--- config.mk ---
export PLATFORM = sky130hd
export DESIGN_NAME = abb_front_flat
export DESIGN_NICKNAME = d
export VERILOG_FILES = /design/src/sv/abb_pkg.sv /design/src/sv/abb_if.sv /design/src/sv/abb_front.sv /design/src/flat_wrapper.sv
export SDC_FILE = /design/constraint.sdc
export NUM_CORES = 1
export LEC_CHECK = 0
export BUFFER_PORTS_ARGS = -buffer_cell sky130_fd_sc_hd__buf_4
export CAP_MARGIN = 20
export CORE_ASPECT_RATIO = 0.6
export CORE_UTILIZATION = 56
export DETAILED_ROUTE_END_ITERATION = 8
export PLACE_DENSITY = 0.91
export SLEW_MARGIN = 10
export SYNTH_ARGS = -nofsm -noshare
export SYNTH_HDL_FRONTEND = slang
export SYNTH_SLANG_ARGS = --single-unit
--- constraint.sdc ---
create_clock -name clock -period 15.45 [get_ports clock]
set_input_delay 2.3175 -clock clock [delete_from_list [all_inputs] [get_ports clock]]
set_output_delay 2.3175 -clock clock [all_outputs]
set_load 0.03 [all_outputs]
--- src/sv/abb_pkg.sv ---
// Package for the alpha blend blitter: sizes, codes, shared types.
// No dependencies; every other file but abb_ram takes names from here by scope.
`default_nettype none
package abb_pkg;

   localparam int MAX_DIM = 256;
   localparam int DIM_W   = $clog2(MAX_DIM);
   localparam int ADDR_W  = 2 * DIM_W;
   localparam int DEPTH   = MAX_DIM * MAX_DIM;
   localparam int CFG_W   = 9;
   localparam int CNT_W   = DIM_W + 1;
   localparam int LEN_W   = ((CNT_W > CFG_W) ? CNT_W : CFG_W) + 1;
   localparam int PXY_W   = LEN_W + 2;
   localparam int XY_W    = 10;
   localparam int PIX_W   = 32;
   localparam int CMD_W   = 3;
   localparam int IDX_W   = 2;
   localparam int SUM_W   = 16;

   localparam logic [7:0]       ALPHA_OPAQUE = 8'hFF;
   localparam logic [7:0]       ALPHA_CLEAR  = 8'h00;
   localparam logic [SUM_W-1:0] DIV255_MUL   = 16'h8081;
   localparam int               DIV255_SHIFT = 23;

   typedef enum logic [CMD_W-1:0] {
      CMD_LOAD  = 3'd0,
      CMD_SET   = 3'd1,
      CMD_BLEND = 3'd2,
      CMD_CLEAR = 3'd3,
      CMD_BLIT  = 3'd4,
      CMD_TILE  = 3'd5,
      CMD_READ  = 3'd6,
      CMD_NONE  = 3'd7
   } cmd_type;

   typedef enum logic [IDX_W-1:0] {
      REG_DEST_WIDTH  = 2'd0,
      REG_DEST_HEIGHT = 2'd1,
      REG_SRC_WIDTH   = 2'd2,
      REG_SRC_HEIGHT  = 2'd3
   } reg_index_type;

   typedef enum logic [3:0] {
      ST_INIT,
      ST_IDLE,
      ST_SETUP,
      ST_SRC_RD,
      ST_PIX,
      ST_MUL,
      ST_DIV,
      ST_ADV,
      ST_RD_WAIT,
      ST_RESP
   } state_type;

   typedef struct packed {
      logic [CFG_W-1:0] dest_width;
      logic [CFG_W-1:0] dest_height;
      logic [CFG_W-1:0] src_width;
      logic [CFG_W-1:0] src_height;
   } cfg_type;

   typedef struct packed {
      cmd_type                 cmd;
      logic                    use_src;
      logic                    force_put;
      logic signed [XY_W-1:0]  dest_x;
      logic signed [XY_W-1:0]  dest_y;
      logic [CFG_W-1:0]        src_x;
      logic [CFG_W-1:0]        src_y;
      logic [CFG_W-1:0]        cell_w;
      logic [CFG_W-1:0]        cell_h;
      logic [PIX_W-1:0]        color;
   } item_type;

   typedef struct packed {
      logic     valid;
      item_type item;
   } head_type;

   typedef struct packed {
      logic init_busy;
      logic pop;
   } bk_status_type;

endpackage
`default_nettype wire

--- src/sv/abb_if.sv ---
// Handshake channels for the blitter: command words in, result words out.
// Depends on abb_pkg for field widths.
`default_nettype none
interface abb_req_if;
   logic                                   valid;
   logic                                   ready;
   logic [abb_pkg::CMD_W-1:0]              cmd;
   logic signed [abb_pkg::XY_W-1:0]        dest_x;
   logic signed [abb_pkg::XY_W-1:0]        dest_y;
   logic [abb_pkg::CFG_W-1:0]              src_x;
   logic [abb_pkg::CFG_W-1:0]              src_y;
   logic [abb_pkg::CFG_W-1:0]              cell_w;
   logic [abb_pkg::CFG_W-1:0]              cell_h;
   logic [abb_pkg::PIX_W-1:0]              color;

   modport source (output valid, cmd, dest_x, dest_y, src_x, src_y, cell_w, cell_h, color,
                   input ready);
   modport sink   (input valid, cmd, dest_x, dest_y, src_x, src_y, cell_w, cell_h, color,
                   output ready);
endinterface

`default_nettype wire

--- src/sv/abb_front.sv ---
// Front end: accepts command words, classifies them, holds them in a two entry queue.
// Depends on abb_pkg and abb_if.
`default_nettype none
module abb_front (
   input  wire logic                  clock,
   input  wire logic                  reset,
   abb_req_if.sink                    req,
   input  wire abb_pkg::bk_status_type status,
   output abb_pkg::head_type          head
);
   abb_pkg::item_type slot_ff [2];
   abb_pkg::item_type slot_in;
   logic              wr_ptr_ff, wr_ptr_in;
   logic              rd_ptr_ff, rd_ptr_in;
   logic [1:0]        count_ff, count_in;
   logic              push;
   abb_pkg::cmd_type  cmd;

   assign req.ready = (count_ff != 2'd2) && !status.init_busy;
   assign push      = req.valid && req.ready;
   assign cmd       = abb_pkg::cmd_type'(req.cmd);

   always_comb begin
      slot_in.cmd       = cmd;
      slot_in.use_src   = (cmd == abb_pkg::CMD_BLIT) || (cmd == abb_pkg::CMD_TILE);
      slot_in.force_put = (cmd == abb_pkg::CMD_SET) || (cmd == abb_pkg::CMD_CLEAR);
      slot_in.dest_x    = req.dest_x;
      slot_in.dest_y    = req.dest_y;
      slot_in.src_x     = req.src_x;
      slot_in.src_y     = req.src_y;
      slot_in.cell_w    = req.cell_w;
      slot_in.cell_h    = req.cell_h;
      slot_in.color     = req.color;
   end

   always_comb begin
      wr_ptr_in = push ? !wr_ptr_ff : wr_ptr_ff;
      rd_ptr_in = status.pop ? !rd_ptr_ff : rd_ptr_ff;
      count_in  = count_ff + 2'(push) - 2'(status.pop);
   end

   always_ff @(posedge clock) begin
      if (reset) begin
         wr_ptr_ff <= 1'b0;
         rd_ptr_ff <= 1'b0;
         count_ff  <= 2'd0;
      end else begin
         wr_ptr_ff <= wr_ptr_in;
         rd_ptr_ff <= rd_ptr_in;
         count_ff  <= count_in;
      end
   end

   always_ff @(posedge clock) begin
      if (push) begin
         slot_ff[wr_ptr_ff] <= slot_in;
      end
   end

   assign head.valid = (count_ff != 2'd0);
   assign head.item  = slot_ff[rd_ptr_ff];
endmodule
`default_nettype wire

--- src/flat_wrapper.sv ---
// flat-port wrapper written by rule: the top's interface ports become plain ports
module abb_front_flat 
  (clock, reset, status, head, req_valid, req_cmd, req_dest_x, req_dest_y, req_src_x, req_src_y, req_cell_w, req_cell_h, req_color, req_ready);
  abb_req_if req_i ();
  input  wire logic clock;
  input  wire logic reset;
  input  wire abb_pkg::bk_status_type status;
  output abb_pkg::head_type head;
  input wire logic [$bits(req_i.valid)-1:0] req_valid;
  input wire logic [$bits(req_i.cmd)-1:0] req_cmd;
  input wire logic [$bits(req_i.dest_x)-1:0] req_dest_x;
  input wire logic [$bits(req_i.dest_y)-1:0] req_dest_y;
  input wire logic [$bits(req_i.src_x)-1:0] req_src_x;
  input wire logic [$bits(req_i.src_y)-1:0] req_src_y;
  input wire logic [$bits(req_i.cell_w)-1:0] req_cell_w;
  input wire logic [$bits(req_i.cell_h)-1:0] req_cell_h;
  input wire logic [$bits(req_i.color)-1:0] req_color;
  output wire logic [$bits(req_i.ready)-1:0] req_ready;
  assign req_i.valid = req_valid;
  assign req_i.cmd = req_cmd;
  assign req_i.dest_x = req_dest_x;
  assign req_i.dest_y = req_dest_y;
  assign req_i.src_x = req_src_x;
  assign req_i.src_y = req_src_y;
  assign req_i.cell_w = req_cell_w;
  assign req_i.cell_h = req_cell_h;
  assign req_i.color = req_color;
  assign req_ready = req_i.ready;
  abb_front u_core (.clock(clock), .reset(reset), .req(req_i), .status(status), .head(head));
endmodule
==> impl_table.tex <==
\begin{tabular}{lr}
\hline
Metric & Value \\
\hline
\multicolumn{2}{l}{\textbf{Logic synthesis}} \\
Dominant cells by area after synthesis & sky130\_fd\_sc\_hd\_\_edfxtp\_1 77\%, sky130\_fd\_sc\_hd\_\_mux2\_4 14\%, sky130\_fd\_sc\_hd\_\_mux2\_2 3.7\% \\
Area share of the largest cell type after synthesis & 0.769 \\
Fraction of the mapped netlist area in compound gates & 0 \\
Post-synthesis instance total & $\sim$320 \\
Mean instance size in the synthesized netlist & 22.9 sq um \\
Fraction of the mapped netlist area in simple logic gates & 0.0147 \\
Cell area after synthesis & $\sim$7300 sq um \\
Share of the synthesized netlist area taken by xor and xnor gates & 0.00241 \\
Dominant combinational cell family by area after synthesis & multiplexers \\
Yosys synthesis warning count & 0 \\
Post-synthesis share of cell area spent on full adders, half adders and majority gates & 0.00345 \\
Distinct cell type count after synthesis & 18 \\
Proportion of synthesized area in mux cells & 0.182 \\
Cell type with the largest total area after synthesis & sky130\_fd\_sc\_hd\_\_edfxtp\_1 \\
Portion of the post-synthesis area used by sequential elements & 0.783 \\
Nets in the synthesized netlist & between 400 and 500 \\
Register bit count reported by yosys & 191 \\
\multicolumn{2}{l}{\textbf{STA}} \\
Portion of the clock cycle consumed by the worst path in the final layout & 0.325 \\
Fin Clk Skew & 8.67 ps \\
Worst setup margin & between 10,000 and 15,000 ps \\
Setup repair after global routing missed its margin & false \\
Highest clock rate & 199 MHz \\
Slew HR & 0.305 \\
Shortest clock period the worst path allows after layout & 5020 ps \\
Number of slew-limit violations in the final report & 0 \\
Number of hold violations in the final report & 0 \\
Total setup violations reported at the end of the flow & 0 \\
Accumulated negative setup slack & 0 ps \\
Worst-margin pin slew & 1040 ps \\
\multicolumn{2}{l}{\textbf{Clocking}} \\
Post-CTS setup buffer count & 0 \\
H-Tree Level Count & 4 \\
Library cell used as clock root buffer & sky130\_fd\_sc\_hd\_\_clkbuf\_16 \\
Number of gates resized after CTS & 0 \\
CTS sink count & 191 \\
Clock slew at reported path FFs & 70 ps \\
Inserted Clock Buffers & 17 \\
CTS Hold Buffers Added & 0 \\
Clock Latency Late Sink & 420 ps \\
Clock tree from TritonCTS & built \\
Number of buffers on the longest clock path & 2 \\
\multicolumn{2}{l}{\textbf{Pwr}} \\
Pleak & roughly 3.6 nW \\
P per Cell Area & around 130 nW/um\^{}2 \\
IR Drop Worst-Case VDD & 0.0863 mV \\
\multicolumn{2}{l}{\textbf{Status}} \\
Run status & finished clean \\
\multicolumn{2}{l}{\textbf{Min path}} \\
Worst Hold Class & reg2reg \\
\multicolumn{2}{l}{\textbf{Route}} \\
Total number of vias & 3,622 \\
Count of routing violations after the opening detailed-route iteration & 240 \\
Number of search-and-repair iterations in the first detailed-routing pass & 4 \\
Residual antenna-violating net count after detailed routing & 0 \\
Post-DR wirelength/cell & approximately 19 um \\
DRC & 0 \\
Drt total wl & 13,500 um \\
Vias per inst & about 5.2 \\
\multicolumn{2}{l}{\textbf{Setup path}} \\
Arrival time worst endpoint & 2700 ps \\
Critical path depth in cells & 3 \\
Critical Path Source Type & input port \\
Capture point of the worst path & req\_ready \\
Worst r2r src & u\_core.count\_ff[1]\$\_SDFF\_PP0\_ \\
Critical register-to-register path endpoint & u\_core.slot\_ff[0][46]\$\_DFFE\_PP\_ \\
Cell repeated most along the worst path & sky130\_fd\_sc\_hd\_\_buf\_4 \\
Family with the most delay on the worst path & buffers and inverters \\
Cell depth of the worst flop-to-flop path & 4 \\
Max stage delay on crit path & $\sim$160 ps \\
Nature of the critical path endpoint & output pin \\
Crit path from & status[1] \\
Critical path class & in2out \\
Buffers \& Inverters on Critical Path & 2 \\
Critical path peak fanout & 2 \\
Data required time at the worst endpoint & 13,130 ps \\
Setup slack of the worst register-to-register path & 12,620 ps \\
Critical-path top delay cell & sky130\_fd\_sc\_hd\_\_buf\_4 \\
Cell-by-cell trace of the critical path & buf\_4, nor2\_1, buf\_4 \\
\multicolumn{2}{l}{\textbf{Cells and area}} \\
Fraction of final layout cells sized beyond drive strength 1 & 0.607 \\
Final Net Count & between 600 and 700 \\
Fillcell total & 686 \\
Antenna diode count & 0 \\
Post-Layout Cell Count & 697 \\
Most common cell after layout, fill and taps aside & sky130\_fd\_sc\_hd\_\_buf\_4 \\
Most frequent cells in the layout & 193 x sky130\_fd\_sc\_hd\_\_buf\_4, 186 x sky130\_fd\_sc\_hd\_\_edfxtp\_1, 70 x sky130\_fd\_sc\_hd\_\_mux2\_4 \\
Area overhead of the layout relative to synthesis & 29.4\% \\
\multicolumn{2}{l}{\textbf{GRT}} \\
Global router's overall resource usage & 0.207 \\
Largest net degree at the start of global routing & 61 \\
Vias in the first global route & 3,793 \\
Remaining global-route overflow & 0 \\
Global-route wire length before repair & 20,300 um \\
Initial antenna violation count & 0 \\
\multicolumn{2}{l}{\textbf{Place}} \\
Port bufs & 190 \\
Placed instance count & 665 \\
Estimated wirelength of the detail-placed design & 8820 um \\
Placer's final routability congestion estimate & 0.762 \\
Worst slack at placement & 10,440 ps \\
\multicolumn{2}{l}{\textbf{Floorplan}} \\
Boundary pin count & 191 \\
Chip width & about 150 um \\
Starting Density & 0.589 \\
Area of the core & 12,300 sq um \\
Die height & 90.2 um \\
Die area & 13,400 sq um \\
Number of rows created at floorplan & 31 \\
\multicolumn{2}{l}{\textbf{Run}} \\
Max cap viols & 0 \\
\hline
\end{tabular}
==> area by class of cell <==
| cell class | count | area [sq um] | area share |
|---|---|---|---|
| clock inverter | 15 | 133 | 0.0141 |
| sequential | 191 | 5690 | 0.606 |
| clock buffer | 17 | 425 | 0.0453 |
| timing repair buffer | 193 | 1450 | 0.154 |
| multi-input combinational | 114 | 1480 | 0.158 |
| inverter | 2 | 7.51 | 0.000799 |
| tap | 165 | 206 | 0.0220 |
==> registers in the layout (all words and copies together), names as in the netlist, named ones only <==
signal            count
u_core.count_ff       2
u_core.slot_ff      186
u_core.wr_ptr_ff      1
u_core.rd_ptr_ff      1
==> cell usage after synthesis (all sizes together) <==
master	number
inv	2
edfxtp	186
and2	2
nor2	5
xnor2	1
nor3	1
dfxtp	5
xor2	1
mux2	94
or2	1
ha	2
buf	10
nor3b	1
nor2b	6
==> power breakdown <==
group | switching (mW) | internal [mW]
clock | 0.197 | 0.212
sequential | 0.0129 | 0.597
combinational | 0.101 | 0.0874
total | 0.310 | 0.896
==> metrics by stage <==
step	power (mW)	area, sq um	hold slack (ps)	util
after floorplan	0.741	7260	480	-
after global placement	0.804	8830	494	0.716
after detailed placement	0.810	8830	509	0.716
after CTS	1.22	9390	530	0.761
after global routing	1.25	9390	591	0.761
final	1.21	9390	528	0.761
==> per-layer routing <==
layer,vias to the layer above,GRT usage,share of wire
met5,-,0,0
met4,0,0.0604,0.0074
met3,8,0.0868,0.099
met2,164,0.329,0.48
met1,1801,0.259,0.41
li1,1649,-,-
==> worst min-delay path by stage <==
| stage | start | to | cells past startpoint |
|---|---|---|---|
| 5_1_grt | u_core.rd_ptr_ff$_SDFFE_PP0P_ | flip-flop | 2 |
| 6_report | u_core.rd_ptr_ff$_SDFFE_PP0P_ | flip-flop | 2 |
| 2_1_floorplan | u_core.rd_ptr_ff$_SDFFE_PP0P_ | flip-flop | 2 |
| 4_1_cts | u_core.count_ff[1]$_SDFF_PP0_ | u_core.count_ff[1]$_SDFF_PP0_ | 2 |
| 3_5_place_dp | u_core.rd_ptr_ff$_SDFFE_PP0P_ | flip-flop | 2 |
| 3_3_place_gp | u_core.rd_ptr_ff$_SDFFE_PP0P_ | u_core.rd_ptr_ff$_SDFFE_PP0P_ | 2 |
==> logic make-up after synthesis <==
kind of cell  count (synthesis)
flops                       191
buf+inv                      12
xor+xnor                      2
fa+ha+maj                     2
mux                          94
simple gates                 16
==> worst min-delay path, stage by stage (launching register included) <==
cell,delay (ps)
sky130_fd_sc_hd__dfxtp_1,330
sky130_fd_sc_hd__xnor2_1,90
sky130_fd_sc_hd__nor2_1,80
Note: power is estimated with default switching activity, not from simulation.
